### src/instruction_signature_classifier_core_assert.svh
// Assertion macros used by the classifier back stage (isc_back).
// No dependencies; include by bare file name.
`ifndef INSTRUCTION_SIGNATURE_CLASSIFIER_CORE_ASSERT_SVH
`define INSTRUCTION_SIGNATURE_CLASSIFIER_CORE_ASSERT_SVH

// Same-cycle implication under reset.
`define ISC_ASSERT_SAME(label, clk, rst_n, ante, cons, msg) \
    label: assert property (@(posedge clk) disable iff (!rst_n) (ante) |-> (cons)) \
        else $error(msg);

// Next-cycle implication under reset.
`define ISC_ASSERT_NEXT(label, clk, rst_n, ante, cons, msg) \
    label: assert property (@(posedge clk) disable iff (!rst_n) (ante) |=> (cons)) \
        else $error(msg);

`endif

### src/isc_pkg.sv
// Package for the instruction signature classifier: pattern table,
// queue item type, output beat layout and register indexes. No dependencies.
package isc_pkg;

    localparam int BUILTIN_ENTRIES = 23;
    localparam int TABLE_ENTRIES_DEF = 23;
    localparam int MAX_WORDS_DEF = 1024;
    localparam int QUEUE_DEPTH = 2;

    localparam int WORD_W = 32;
    localparam int POS_OUT_W = 10;
    localparam int IDX_W = 5;
    localparam int NBITS_W = 6;
    localparam int COUNT_W = 11;
    localparam int TOTAL_W = 11;
    localparam int RATIO_W = 18;
    localparam int OUT_FIELDS_W = POS_OUT_W + 1 + IDX_W + WORD_W + WORD_W + NBITS_W
                                  + COUNT_W + 1;
    localparam int OUT_TDATA_W = ((OUT_FIELDS_W + 7) / 8) * 8;

    localparam int CFG_INDEX_W = 2;
    localparam int CFG_DATA_W = 11;
    localparam logic [CFG_INDEX_W-1:0] CFG_WORD_TOTAL = 2'd0;
    localparam logic [CFG_INDEX_W-1:0] CFG_OFFSET_MODE = 2'd1;

    localparam logic [TOTAL_W-1:0] WORD_TOTAL_RST = 11'd1024;
    localparam logic [WORD_W-1:0] RET_WORD = 32'he1a0f00e;
    localparam logic [WORD_W-1:0] OFFSET_BITS = 32'h00000fff;
    localparam logic [COUNT_W-1:0] COUNT_MAX = 11'd2047;
    localparam logic [6:0] RATIO_NUM = 7'd100;
    localparam logic [6:0] RATIO_DEN = 7'd76;

    localparam logic [WORD_W-1:0] PAT_VALUE [BUILTIN_ENTRIES] = '{
        32'h008f0000, 32'h00800000, 32'h02000000, 32'h0a000000, 32'h01c00000,
        32'h01700000, 32'h01500000, 32'h08100000, 32'h041f0000, 32'h04100000,
        32'h01af0000, 32'h01a00000, 32'h00000090, 32'h01ef0000, 32'h01e00000,
        32'h00600000, 32'h00e00000, 32'h08000000, 32'h04000000, 32'h04400000,
        32'h004f0000, 32'h00400000, 32'h01100000
    };

    localparam logic [WORD_W-1:0] PAT_MASK [BUILTIN_ENTRIES] = '{
        32'h0def0000, 32'h0de00000, 32'h0fe00000, 32'h0e000000, 32'h0de00000,
        32'h0df00000, 32'h0df00000, 32'h0e500000, 32'h0c5f0000, 32'h0c500000,
        32'h0def0000, 32'h0de00000, 32'h0fe000f0, 32'h0def0000, 32'h0de00000,
        32'h0de00000, 32'h0de00000, 32'h0e500000, 32'h0c500000, 32'h0c500000,
        32'h0def0000, 32'h0de00000, 32'h0df00000
    };

    localparam logic [WORD_W-1:0] PAT_IGNORE [BUILTIN_ENTRIES] = '{
        32'h0ff00fff, 32'h020f0fff, 32'h00000fff, 32'hf0ffffff, 32'h02000fff,
        32'h02000000, 32'h02000fff, 32'h0000ffff, 32'h0ff00fff, 32'h02000fff,
        32'h0ff00fff, 32'h02000fff, 32'h00000000, 32'h0ff00fff, 32'h02000fff,
        32'h02000000, 32'h02000000, 32'h0000ffff, 32'h02000fff, 32'h02000fff,
        32'h0ff00fff, 32'h02000fff, 32'h02000000
    };

    typedef struct packed {
        logic [WORD_W-1:0]  word;
        logic               hit;
        logic [IDX_W-1:0]   idx;
        logic [WORD_W-1:0]  ign;
        logic [NBITS_W-1:0] nbits;
        logic               is_ret;
    } item_t;

    typedef struct packed {
        logic                   valid;
        logic [CFG_INDEX_W-1:0] index;
        logic [CFG_DATA_W-1:0]  data;
    } cfg_wr_t;

    function automatic logic [NBITS_W-1:0] popcount32(input logic [WORD_W-1:0] v);
        logic [NBITS_W-1:0] n;
        n = '0;
        for (int k = 0; k < WORD_W; k++) begin
            n = n + NBITS_W'(v[k]);
        end
        return n;
    endfunction

endpackage

### src/instruction_signature_classifier_core.sv
// Each input beat is written into the queue, then registered in the output register.
// Throughput: one beat per cycle unless output stalls; table compare is combinational.
// Queue of 2 items decouples classification from counter update and output stall.
// Reset (rst_n low, async): counters, stop flag, queue and output valid clear;
// word_total returns to 1024 and offset_mode to 0. No clearing pass.
module instruction_signature_classifier_core #(
    parameter int TABLE_ENTRIES = isc_pkg::TABLE_ENTRIES_DEF,
    parameter int MAX_WORDS     = isc_pkg::MAX_WORDS_DEF
) (
    input  logic                                clk,
    input  logic                                rst_n,
    input  logic                                s_axis_tvalid,
    output logic                                s_axis_tready,
    // [31:0] instr_word
    input  logic [isc_pkg::WORD_W-1:0]          s_axis_tdata,
    output logic                                m_axis_tvalid,
    input  logic                                m_axis_tready,
    // [9:0] position, [10] matched, [15:11] entry_index, [47:16] masked_word,
    // [79:48] keep_mask, [85:80] mask_bits, [96:86] match_count, [97] stop
    output logic [isc_pkg::OUT_TDATA_W-1:0]     m_axis_tdata,
    input  logic                                cfg_valid,
    output logic                                cfg_ready,
    input  logic [isc_pkg::CFG_INDEX_W-1:0]     cfg_index,
    input  logic [isc_pkg::CFG_DATA_W-1:0]      cfg_data
);

    isc_pkg::item_t   front_item;
    isc_pkg::item_t   queue_item;
    logic             queue_valid;
    logic             queue_ready;
    isc_pkg::cfg_wr_t cfg_wr;

    assign cfg_ready    = 1'b1;
    assign cfg_wr.valid = cfg_valid;
    assign cfg_wr.index = cfg_index;
    assign cfg_wr.data  = cfg_data;

    isc_front #(
        .TABLE_ENTRIES (TABLE_ENTRIES)
    ) u_front (
        .word (s_axis_tdata),
        .item (front_item)
    );

    isc_queue u_queue (
        .clk        (clk),
        .rst_n      (rst_n),
        .push_valid (s_axis_tvalid),
        .push_ready (s_axis_tready),
        .push_item  (front_item),
        .pop_valid  (queue_valid),
        .pop_ready  (queue_ready),
        .pop_item   (queue_item)
    );

    isc_back #(
        .MAX_WORDS (MAX_WORDS)
    ) u_back (
        .clk        (clk),
        .rst_n      (rst_n),
        .cfg_wr     (cfg_wr),
        .item_valid (queue_valid),
        .item_ready (queue_ready),
        .item       (queue_item),
        .out_valid  (m_axis_tvalid),
        .out_ready  (m_axis_tready),
        .out_data   (m_axis_tdata)
    );

endmodule

### src/isc_front.sv
// Front stage: compares one word against the priority pattern table and
// builds a queue item. Depends on isc_pkg.
module isc_front #(
    parameter int TABLE_ENTRIES = isc_pkg::TABLE_ENTRIES_DEF
) (
    input  logic [isc_pkg::WORD_W-1:0] word,
    output isc_pkg::item_t             item
);

    localparam int LIMIT = (TABLE_ENTRIES < isc_pkg::BUILTIN_ENTRIES) ?
                           TABLE_ENTRIES : isc_pkg::BUILTIN_ENTRIES;

    always_comb
    begin
        item.word   = word;
        item.hit    = 1'b0;
        item.idx    = '0;
        item.ign    = '0;
        item.nbits  = '0;
        item.is_ret = (word == isc_pkg::RET_WORD);
        for (int j = LIMIT - 1; j >= 0; j--) begin
            if ((word & isc_pkg::PAT_MASK[j]) == isc_pkg::PAT_VALUE[j]) begin
                item.hit   = 1'b1;
                item.idx   = isc_pkg::IDX_W'(j);
                item.ign   = isc_pkg::PAT_IGNORE[j];
                item.nbits = isc_pkg::popcount32(isc_pkg::PAT_MASK[j]);
            end
        end
    end

endmodule

### src/isc_queue.sv
// Short queue of classified items between front and back stages.
// Depends on isc_pkg.
module isc_queue (
    input  logic           clk,
    input  logic           rst_n,
    input  logic           push_valid,
    output logic           push_ready,
    input  isc_pkg::item_t push_item,
    output logic           pop_valid,
    input  logic           pop_ready,
    output isc_pkg::item_t pop_item
);

    localparam int PTR_W = (isc_pkg::QUEUE_DEPTH > 1) ? $clog2(isc_pkg::QUEUE_DEPTH) : 1;
    localparam int CNT_W = $clog2(isc_pkg::QUEUE_DEPTH + 1);

    isc_pkg::item_t   slot_reg [isc_pkg::QUEUE_DEPTH];
    logic [PTR_W-1:0] wr_ptr_reg, wr_ptr_next;
    logic [PTR_W-1:0] rd_ptr_reg, rd_ptr_next;
    logic [CNT_W-1:0] count_reg, count_next;
    logic             do_push, do_pop;

    assign push_ready = (count_reg != CNT_W'(isc_pkg::QUEUE_DEPTH));
    assign pop_valid  = (count_reg != '0);
    assign pop_item   = slot_reg[rd_ptr_reg];
    assign do_push    = push_valid && push_ready;
    assign do_pop     = pop_valid && pop_ready;

    always_comb
    begin
        wr_ptr_next = wr_ptr_reg;
        rd_ptr_next = rd_ptr_reg;
        count_next  = count_reg;
        if (do_push) begin
            wr_ptr_next = (wr_ptr_reg == PTR_W'(isc_pkg::QUEUE_DEPTH - 1)) ? '0
                          : wr_ptr_reg + 1'b1;
        end
        if (do_pop) begin
            rd_ptr_next = (rd_ptr_reg == PTR_W'(isc_pkg::QUEUE_DEPTH - 1)) ? '0
                          : rd_ptr_reg + 1'b1;
        end
        case ({do_push, do_pop})
            2'b10:   count_next = count_reg + 1'b1;
            2'b01:   count_next = count_reg - 1'b1;
            default: count_next = count_reg;
        endcase
    end

    always_ff @(posedge clk or negedge rst_n)
    begin
        if (!rst_n) begin
            wr_ptr_reg <= '0;
            rd_ptr_reg <= '0;
            count_reg  <= '0;
        end else begin
            wr_ptr_reg <= wr_ptr_next;
            rd_ptr_reg <= rd_ptr_next;
            count_reg  <= count_next;
        end
    end

    always_ff @(posedge clk)
    begin
        if (do_push) begin
            slot_reg[wr_ptr_reg] <= push_item;
        end
    end

endmodule

### src/isc_back.sv
// Back stage: configuration registers, word and match counters, stop test
// and the output register. Depends on isc_pkg and the assertion header.
`include "instruction_signature_classifier_core_assert.svh"

module isc_back #(
    parameter int MAX_WORDS = isc_pkg::MAX_WORDS_DEF
) (
    input  logic                               clk,
    input  logic                               rst_n,
    input  isc_pkg::cfg_wr_t                   cfg_wr,
    input  logic                               item_valid,
    output logic                               item_ready,
    input  isc_pkg::item_t                     item,
    output logic                               out_valid,
    input  logic                               out_ready,
    output logic [isc_pkg::OUT_TDATA_W-1:0]    out_data
);

    localparam int POS_W = $clog2(MAX_WORDS);

    logic [isc_pkg::TOTAL_W-1:0]   word_total_reg;
    logic                          offset_mode_reg;
    logic [POS_W-1:0]              word_pos_reg, word_pos_next;
    logic [isc_pkg::COUNT_W-1:0]   count_reg, count_next;
    logic                          stopped_reg, stopped_next;
    logic                          out_valid_reg, out_valid_next;
    logic [isc_pkg::OUT_TDATA_W-1:0] out_data_reg, out_data_next;

    logic                          load;
    logic                          hit_eff;
    logic [isc_pkg::WORD_W-1:0]    keep;
    logic [isc_pkg::RATIO_W-1:0]   lhs, rhs;
    logic [isc_pkg::POS_OUT_W-1:0] pos_out;

    assign item_ready = !out_valid_reg || out_ready;
    assign load       = item_valid && item_ready;
    assign out_valid  = out_valid_reg;
    assign out_data   = out_data_reg;

    generate
        if (POS_W >= isc_pkg::POS_OUT_W) begin : g_pos_trunc
            assign pos_out = word_pos_reg[isc_pkg::POS_OUT_W-1:0];
        end else begin : g_pos_ext
            assign pos_out = isc_pkg::POS_OUT_W'(word_pos_reg);
        end
    endgenerate

    always_comb
    begin
        hit_eff = item.hit && !stopped_reg;
        keep    = ~item.ign | (offset_mode_reg ? isc_pkg::OFFSET_BITS : '0);

        count_next = count_reg;
        if (hit_eff && (count_reg < isc_pkg::COUNT_MAX)) begin
            count_next = count_reg + 1'b1;
        end

        lhs = isc_pkg::RATIO_W'(word_total_reg) * isc_pkg::RATIO_W'(isc_pkg::RATIO_NUM);
        rhs = isc_pkg::RATIO_W'(count_next) * isc_pkg::RATIO_W'(isc_pkg::RATIO_DEN);

        stopped_next = stopped_reg || (hit_eff && item.is_ret && (lhs >= rhs));

        word_pos_next = (word_pos_reg == POS_W'(MAX_WORDS - 1)) ? '0
                        : word_pos_reg + 1'b1;

        out_data_next = '0;
        out_data_next[isc_pkg::OUT_FIELDS_W-1:0] = {
            stopped_next,
            count_next,
            hit_eff ? item.nbits : {isc_pkg::NBITS_W{1'b0}},
            hit_eff ? keep : {isc_pkg::WORD_W{1'b0}},
            hit_eff ? (item.word & keep) : {isc_pkg::WORD_W{1'b0}},
            hit_eff ? item.idx : {isc_pkg::IDX_W{1'b0}},
            hit_eff,
            pos_out
        };

        out_valid_next = out_valid_reg;
        if (load) begin
            out_valid_next = 1'b1;
        end else if (out_ready) begin
            out_valid_next = 1'b0;
        end
    end

    always_ff @(posedge clk or negedge rst_n)
    begin
        if (!rst_n) begin
            word_total_reg  <= isc_pkg::WORD_TOTAL_RST;
            offset_mode_reg <= 1'b0;
        end else if (cfg_wr.valid) begin
            case (cfg_wr.index)
                isc_pkg::CFG_WORD_TOTAL:  word_total_reg  <= cfg_wr.data;
                isc_pkg::CFG_OFFSET_MODE: offset_mode_reg <= cfg_wr.data[0];
                default:                  ;
            endcase
        end
    end

    always_ff @(posedge clk or negedge rst_n)
    begin
        if (!rst_n) begin
            word_pos_reg  <= '0;
            count_reg     <= '0;
            stopped_reg   <= 1'b0;
            out_valid_reg <= 1'b0;
        end else begin
            out_valid_reg <= out_valid_next;
            if (load) begin
                word_pos_reg <= word_pos_next;
                count_reg    <= count_next;
                stopped_reg  <= stopped_next;
            end
        end
    end

    always_ff @(posedge clk)
    begin
        if (load) begin
            out_data_reg <= out_data_next;
        end
    end

    `ISC_ASSERT_NEXT(a_stop_sticky, clk, rst_n, stopped_reg, stopped_reg,
                     "stop flag cleared without reset")
    `ISC_ASSERT_NEXT(a_stopped_no_match, clk, rst_n, load && stopped_reg,
                     !out_data_reg[isc_pkg::POS_OUT_W],
                     "match reported after stop")
    `ISC_ASSERT_NEXT(a_count_hold, clk, rst_n, !load, $stable(count_reg),
                     "match count moved without a beat")
    `ISC_ASSERT_SAME(a_hit_has_mask, clk, rst_n, load && hit_eff, item.nbits != '0,
                     "matched entry with empty mask")

endmodule

### config.mk
export PLATFORM = sky130hd
export DESIGN_NAME = instruction_signature_classifier_core
export DESIGN_NICKNAME = d
export VERILOG_FILES = /design/src/isc_pkg.sv /design/src/instruction_signature_classifier_core.sv /design/src/isc_front.sv /design/src/isc_queue.sv /design/src/isc_back.sv
export VERILOG_INCLUDE_DIRS = /design/src /design/src/src
export SDC_FILE = /design/constraint.sdc
export NUM_CORES = 1
export LEC_CHECK = 0
export BUFFER_PORTS_ARGS = -buffer_cell sky130_fd_sc_hd__buf_2
export CAP_MARGIN = 20
export CORE_UTILIZATION = 59
export CTS_BUF_LIST = sky130_fd_sc_hd__clkbuf_8
export CTS_CLUSTER_DIAMETER = 30
export DETAILED_ROUTE_END_ITERATION = 8
export PLACE_DENSITY_LB_ADDON = 0.12
export SLEW_MARGIN = 40
export SYNTH_ARGS = -nofsm -noshare
export SYNTH_HDL_FRONTEND = slang
export SYNTH_HIERARCHICAL = 1
export SYNTH_SLANG_ARGS = --single-unit
### constraint.sdc
create_clock -name clk -period 12.82 [get_ports clk]
set_input_delay 3.205 -clock clk [delete_from_list [all_inputs] [get_ports clk]]
set_output_delay 3.205 -clock clk [all_outputs]
set_load 0.05 [all_outputs]
==> results of run 1 <==
==> layer usage <==
metal	track usage (%)	up-vias	routed length, um
met5	0	-	0
met1	27.32	4187	11530
met3	3.844	44	1165
met4	8.052	0	625
li1	-	4201	-
met2	37.77	225	13850
==> power groups by stage <==
stage	Combinational (mW)	Sequential, mW	Clock [mW]
global placement	2.00	1.57	0
CTS	2.04	1.56	0.946
finish	2.02	1.56	0.920
floorplan	1.14	2.06	0
detailed placement	2.03	1.58	0
global route	2.22	1.59	0.991
==> layout make-up <==
| class | instances | area (um2) | share of cell area [%] |
|---|---|---|---|
| sequential | 291 | 8548 | 52.02 |
| multi-input combinational | 653 | 5253 | 31.96 |
| clock buffer | 58 | 798.3 | 4.858 |
| timing repair buffer | 153 | 778.2 | 4.736 |
| tap | 324 | 405.4 | 2.467 |
| clock inverter | 39 | 356.6 | 2.170 |
| inverter | 77 | 291.5 | 1.774 |
| antenna | 1 | 2.502 | 0.01523 |
==> cell usage in the layout, fill, tap and decap left out, types with 5 or more instances in the layout <==
cell and n:
a21o_1 10, clkinv_2 7, mux2_2 63, nor2b_1 9
nand4_1 13, o21ai_0 26, and2_1 46, o21a_1 10
bufinv_16 6, mux2_4 20, conb_1 9, fa_1 13
nor3_1 13, a211oi_1 5, nor2_1 64, nand3_1 16
xor2_1 17, and3_1 8, nor4_1 6, ha_1 82
buf_2 148, nand2b_1 13, clkinv_1 8, xnor2_1 29
clkbuf_8 58, nand2_1 57, dfrtp_1 37, a21oi_1 37
inv_1 84, buf_4 5, edfxtp_1 252
==> logic make-up (layout without fill, tap and decap cells) <==
group	count (synthesis)	after routing	synth area share, %
flip-flops	291	291	57.98
AND/OR/NAND/NOR	283	283	10.32
buffers and inverters	177	327	6.749
AO/OA/AOI/OAI	130	130	6.028
adder cells (fa/ha/maj)	95	95	8.727
multiplexers	89	89	7.276
XOR/XNOR	47	47	2.844
other	3	10	0.07640
==> cell usage after synthesis, types with 4 or more instances <==
master and n:
inv_1 75, nand4b_1 4, o21ai_0 26, nand2_1 57, nand2b_1 14, and2_1 46, buf_2 9, a21o_1 10
xor2_1 17, and3_1 9, nor2b_1 9, nor3_1 13, xnor2_1 29, nor4_1 6, edfxtp_1 252, a31oi_1 4
mux2_4 20, fa_1 13, mux2_2 63, o31ai_1 5, buf_4 68, buf_6 8, nand4_1 13, nand3_1 16
a211oi_1 5, dfrtp_1 38, a21oi_1 37, o21a_1 10, mux2i_1 4, nor2_1 65, clkbuf_1 14, ha_1 82
==> per-stage QoR <==
stage | cells | power [mW] | hold slack, ns | setup WS (ns) | util (%)
after CTS | 1595 | 4.552 | 0.4888 | 6.260 | 67.34
after global routing | 1595 | 4.796 | 0.5106 | 6.239 | 67.36
after floorplan | 1121 | 3.197 | 0.4547 | 5.770 | -
final | 1596 | 4.495 | 0.4862 | 6.645 | 67.37
after detailed placement | 1498 | 3.610 | 0.4728 | 6.341 | 62.61
after global placement | 1498 | 3.570 | 0.4751 | 6.447 | 62.55
==> worst max-delay path, cell delays in order (launching register included) <==
cell and delay [ns]:
dfrtp_4 0.81, mux2_4 0.38, nand2b_4 0.38, inv_1 0.38
o41ai_4 0.21, mux2_1 0.44, ha_1 0.30, inv_1 0.05
fa_1 0.49, inv_1 0.04, ha_1 0.35, a21o_1 0.20
a21oi_1 0.18, a21o_1 0.21, a211oi_1 0.10, a311oi_1 0.31
ha_1 0.31, a21o_1 0.18, a21oi_1 0.14, o221ai_1 0.14
a31oi_1 0.20, nor2_1 0.07
==> worst min path at each step <==
stage,from,to,slack (ns),cells past startpoint
detailed placement,u_back/pos_out[6]$_DFFE_PN0P_,u_back/out_data[6]$_DFFE_PP_,0.47,0
global placement,u_queue/count_reg[1]$_DFFE_PN0P_,u_queue/count_reg[1]$_DFFE_PN0P_,0.48,1
finish,u_back/pos_out[8]$_DFFE_PN0P_,u_back/pos_out[8]$_DFFE_PN0P_,0.49,1
CTS,u_back/pos_out[6]$_DFFE_PN0P_,u_back/out_data[6]$_DFFE_PP_,0.49,0
global route,u_queue/count_reg[1]$_DFFE_PN0P_,u_queue/count_reg[1]$_DFFE_PN0P_,0.51,1
floorplan,u_back/pos_out[8]$_DFFE_PN0P_,u_back/pos_out[8]$_DFFE_PN0P_,0.45,1
==> impl_metrics.tcl, run 1 <==
set metrics [dict create \
    synth.distinct_cells 82 \
    status "complete, no violations" \
    grt_pass1_vias 8833 \
    grt.overflow.total 0 \
    fin_skew_ns 0.03657 \
    pin_count 157 \
    netlist_area_mm2 0.01474 \
    core_area_mm2 0.02439 \
    switching_share_pct 40.76 \
    final.fill_count 1833 \
    crit-reg2reg-launch "u_queue/rd_ptr_reg$_DFFE_PN0P_" \
    routedWlPerCell_um 17.03 \
    largest_reg_flops 154 \
    drtIter0Drc 511 \
    routed_wl_um 27180 \
    clockBufferDepth 3 \
    die_area_mm2 0.02562 \
    yosysTopAreaCell "edfxtp_1" \
    worstSetupPathType "register to register" \
    slew_headroom_pct 45.80 \
    firstDrtPassIters 7 \
    ant_nets 0 \
    postCtsSetupRepairBufs 0 \
    worstPathMaxFanout 39 \
    ys.flop_type "edfxtp_1" \
    p_clk_share_pct 20.5 \
    clk_latency_ns 0.57 \
    vias 8657 \
    fin_tns_setup_ns 0 \
    cts.sinks 291 \
    cts_buffers 54 \
    end_kind "register" \
    row_count 57 \
    p_int_mw 2.663 \
    hold_viol 0 \
    tightest_slew_ns 0.8130 \
    areaGrowthSynthToFinish_pct 11.50 \
    cts.clk_slew.worst_paths_ns 0.06 \
    die_w_um 160.1 \
    post-route-drc-count 0 \
    nets 1375 \
    drive_gt1_share_pct 27.46 \
    rsz0062_at_grt "false" \
    grt_pass1_wl_um 44070 \
    cts_tree "done" \
    start_util_pct 60.42 \
    dp_hpwl_um 18510 \
    worstSetupEndpoint "u_back/out_data[97]$_DFFE_PP_" \
    r2r_cells 21 \
    r2r-end "u_back/out_data[97]$_DFFE_PP_" \
    synth_edf_count 252 \
    fin_crit_sh_pct 48.16 \
    syn_area_per_cell_um2 13.22 \
    yosysWarnings 6 \
    root_buffer "clkbuf_8" \
    post_dp_cell_area_mm2 0.01527 \
    min_path_type "register to register" \
    portBuffers 149 \
    place.gp.congestion 0.8626 \
    worst_ep_required_time_ns 13.10 \
    combPwrFrac_pct 44.9 \
    track_usage_pct 21.76 \
    cp.arrival_ns 6.46 \
    finalSetupViolCount 0 \
    async_reset_ff_share_pct 13.40 \
    cts_resized 0 \
    vias_per_cell 5.424 \
    die_h_um 160.1 \
    max_freq_mhz 162.0 \
    ys_top_cells_by_area "edfxtp_1, ha_1, dfrtp_1" \
    antenna_found_initial 1 \
    cap_violations 0 \
    cts_hold_buf 0 \
    yosysTopAreaCellShare_pct 51.35 \
    crit_path_start "u_queue/rd_ptr_reg$_DFFE_PN0P_" \
    ys_seq_elements 291 \
    p_switching_mw 1.833 \
    r2r_setup_slack_ns 6.65 \
    postSynthCellCount 1115 \
    final_cell_area_mm2 0.01643 \
    leakagePower_nw 6.822 \
    vdd_drop_max_mv 0.1717 \
    h-tree-depth 2 \
    grt_max_degree 59 \
    ys_seq_area_share_pct 57.98 \
    startpoint_type "register" \
    maxSlewViolCount 0 \
    sequentialPowerShare_pct 34.6 \
    min_period_ns 6.175 \
    pwr_density_cell_mw_per_mm2 273.6 \
]
No activity file was read; power rests on OpenSTA's default activity.
==> run 2: changes to the inputs <==
--- a/config.mk
+++ b/config.mk
@@ -6,9 +6,10 @@
 export SDC_FILE = /design/constraint.sdc
 export NUM_CORES = 1
 export LEC_CHECK = 0
+export ABC_AREA = 1
 export BUFFER_PORTS_ARGS = -buffer_cell sky130_fd_sc_hd__buf_2
 export CAP_MARGIN = 20
-export CORE_UTILIZATION = 59
+export CORE_UTILIZATION = 56
 export CTS_BUF_LIST = sky130_fd_sc_hd__clkbuf_8
 export CTS_CLUSTER_DIAMETER = 30
 export DETAILED_ROUTE_END_ITERATION = 8
==> constraint.sdc (replaced) <==
create_clock -name clk -period 5.13 [get_ports clk]
set_input_delay 1.2825 -clock clk [delete_from_list [all_inputs] [get_ports clk]]
set_output_delay 1.2825 -clock clk [all_outputs]
set_load 0.05 [all_outputs]
==> run 2 against run 1 <==
  * Core utilization decreased by 1.7 points
  * Via count grew 14%
  * Synthesized cell count is 26% higher
  * Routed wire length grew 11%
  * Clock power grew to 2.9 times the previous value
  * Synthesized area barely moved
  * Die area up 5.2%
  * Count of clock-buffer cells in the layout grew 4
==> impl_metrics.tcl, run 2 <==
set metrics [dict create \
    slowest_delay_ns 0.50 \
    post-route-drc-count 0 \
    die_w_um 164.2 \
    combPwrFrac_pct 45.5 \
    die_h_um 164.2 \
    final_common_cell "nand2_1" \
    tightest_slew_ns 0.8162 \
    ant_nets 0 \
    ys.flop_type "edfxtp_1" \
    yosysTopAreaCellShare_pct 51.39 \
    syn_area_per_cell_um2 10.48 \
    grt_pass1_wl_um 47650 \
    synthMostInstantiatedCell "nand2_1" \
    pin_count 157 \
    cts_tree "done" \
    vias 9902 \
    cap_violations 0 \
    h-tree-depth 2 \
    areaGrowthSynthToFinish_pct 13.58 \
    worst_ep_required_time_ns 5.44 \
    cts.sinks 291 \
    crit_buf_inv 5 \
    largest_reg_flops 154 \
    firstDrtPassIters 5 \
    vdd_drop_max_mv 0.5502 \
    switching_share_pct 43.03 \
    startpoint_type "register" \
    p_switching_mw 5.059 \
    max_freq_mhz 216.0 \
    p_clk_share_pct 22.3 \
    worstPathMaxFanout 16 \
    clk_latency_ns 0.58 \
    vias_per_cell 5.168 \
    yosysTopAreaCell "edfxtp_1" \
    core_area_mm2 0.02547 \
    dp_hpwl_um 20200 \
    cts.clk_slew.worst_paths_ns 0.06 \
    cpLargestDelayFamily "simple AND/OR/NAND/NOR gates" \
    ys_top_cells_by_area "edfxtp_1, nand2_1, ha_1" \
    ys_seq_elements 291 \
    portBuffers 149 \
    routedWlPerCell_um 15.75 \
    fin_skew_ns 0.01746 \
    postCtsSetupRepairBufs 0 \
    cts_resized 0 \
    ys_top_cells_by_count "nand2_1, edfxtp_1, inv_1" \
    die_area_mm2 0.02695 \
    rsz0062_at_grt "false" \
    async_reset_ff_share_pct 13.40 \
    drtIter0Drc 631 \
    start_util_pct 57.81 \
    pwr_density_cell_mw_per_mm2 703.1 \
    drive_gt1_share_pct 18.36 \
    worstSetupPathType "register to register" \
    nets 1681 \
    sequentialPowerShare_pct 32.1 \
    slew_headroom_pct 45.45 \
    root_buffer "clkbuf_8" \
    netlist_area_mm2 0.01472 \
    row_count 58 \
    postSynthCellCount 1405 \
    cts_hold_buf 0 \
    synth.distinct_cells 51 \
    cp.arrival_ns 4.94 \
    track_usage_pct 22.77 \
    p_int_mw 6.698 \
    grt_pass1_vias 9409 \
    grt.overflow.total 0 \
    antenna_found_initial 3 \
    min_period_ns 4.629 \
    worst_path_most_repeated_cell "nand2_1" \
    hold_viol 0 \
    grt_max_degree 117 \
    status "complete, no violations" \
    whs_ns 0.4510 \
    synth_edf_count 252 \
    clockBufferDepth 3 \
    leakagePower_nw 7.682 \
    yosysWarnings 6 \
    routed_wl_um 30180 \
    place.gp.congestion 0.8784 \
    fin_tns_setup_ns 0 \
    final-seq-area_mm2 0.008546 \
    ys_seq_area_share_pct 58.03 \
    finalSetupViolCount 0 \
    final.fill_count 2027 \
    layout_common_cells "nand2_1, edfxtp_1, inv_1, buf_2, nor2_1" \
    end_kind "register" \
    fin_crit_sh_pct 90.23 \
    min_path_type "register to register" \
    multiInputGateArea_mm2 0.004921 \
    cts_buffers 59 \
    maxSlewViolCount 0 \
    cp_slowest_cell "fa_1" \
]
## run 2: changes by cell type after synthesis, moves of 14 or more
cell,previous run,this run
mux2_4,20,0
mux2_2,63,5
xnor2_1,29,12
inv_1,75,158
nor3b_1,1,34
nand2b_1,14,0
nand3_1,16,35
and2_1,46,0
nand2_1,57,385
nor2_1,65,108
## run 2: layer usage
layer / global-route usage (%) / vias to the layer above / part of all wire [%]
met5: 0 / - / 0.076
met2: 36.96 / 276 / 47
met4: 6.818 / 4 / 2.0
met1: 30.97 / 4686 / 45
met3: 4.520 / 61 / 5.9
li1: - / 4875 / -
## run 2: worst register-to-register path, delay by kind of cell, from the launching register on
family,cells,cell delay [ns]
buffers and inverters,5,0.33
adder cells (fa/ha/maj),4,1.44
flip-flops,1,0.49
AND/OR/NAND/NOR,16,1.89
AO/OA/AOI/OAI,2,0.24
## run 2: cell families (layout without fill, tap and decap cells)
family,count (synthesis),in the layout,synth area share (%)
muxes,5,5,0.3824
and+or+nand+nor,630,630,18.59
xor gates and xnor gates,33,33,1.963
adders and majority gates,95,95,8.736
other,3,10,0.07647
DFF,291,291,58.03
buffers and inverters,261,435,8.804
AOI/OAI and AO/OA,87,87,3.416
## run 2: power groups by stage
stage / Combinational (mW) / Clock, mW / Sequential [mW]
detailed placement: 5.38 / 0 / 3.82
global placement: 5.30 / 0 / 3.81
global route: 5.97 / 2.79 / 3.85
floorplan: 3.02 / 0 / 5.03
CTS: 5.41 / 2.68 / 3.78
finish: 5.35 / 2.63 / 3.78
## run 2: path summary, 6_finish.rpt
kind                                                      start                                    to  slack (ns)  depth (start not counted)
min in group asynchronous                                 rst_n  u_back/word_total_reg[9]$_DFFE_PN0P_        0.78                          2
worst min register to register    u_back/pos_out[9]$_DFFE_PN0P_          u_back/out_data[9]$_DFFE_PP_        0.45                          0
worst max-delay path            u_back/count_reg[5]$_DFFE_PN0P_         u_back/out_data[97]$_DFFE_PP_        0.50                         27
worst max register to register  u_back/count_reg[5]$_DFFE_PN0P_         u_back/out_data[97]$_DFFE_PP_        0.50                         27
worst min-delay path              u_back/pos_out[9]$_DFFE_PN0P_          u_back/out_data[9]$_DFFE_PP_        0.45                          0
max in group asynchronous                                 rst_n        u_queue/rd_ptr_reg$_DFFE_PN0P_        3.94                          2
## run 2: final cells by class
type	count	area share, %
diodes	1	0.01496
clock buffers	62	5.103
clock inverters	48	2.895
inverters	163	3.703
multi-input cells	859	29.43
flip-flops and latches	291	51.10
well taps	330	2.469
repair buffers	162	5.290
## run 2: through the flow
step	utilization (%)	instances	power [mW]	worst slack [ns]	area, um2
after floorplan	-	1411	8.049	0.04539	14750
after global placement	60.27	1803	9.104	0.6355	15350
after detailed placement	60.38	1805	9.193	0.5005	15380
after CTS	65.63	1915	11.88	0.4856	16720
after global routing	65.65	1915	12.62	0.07437	16720
final	65.65	1916	11.76	0.5013	16720
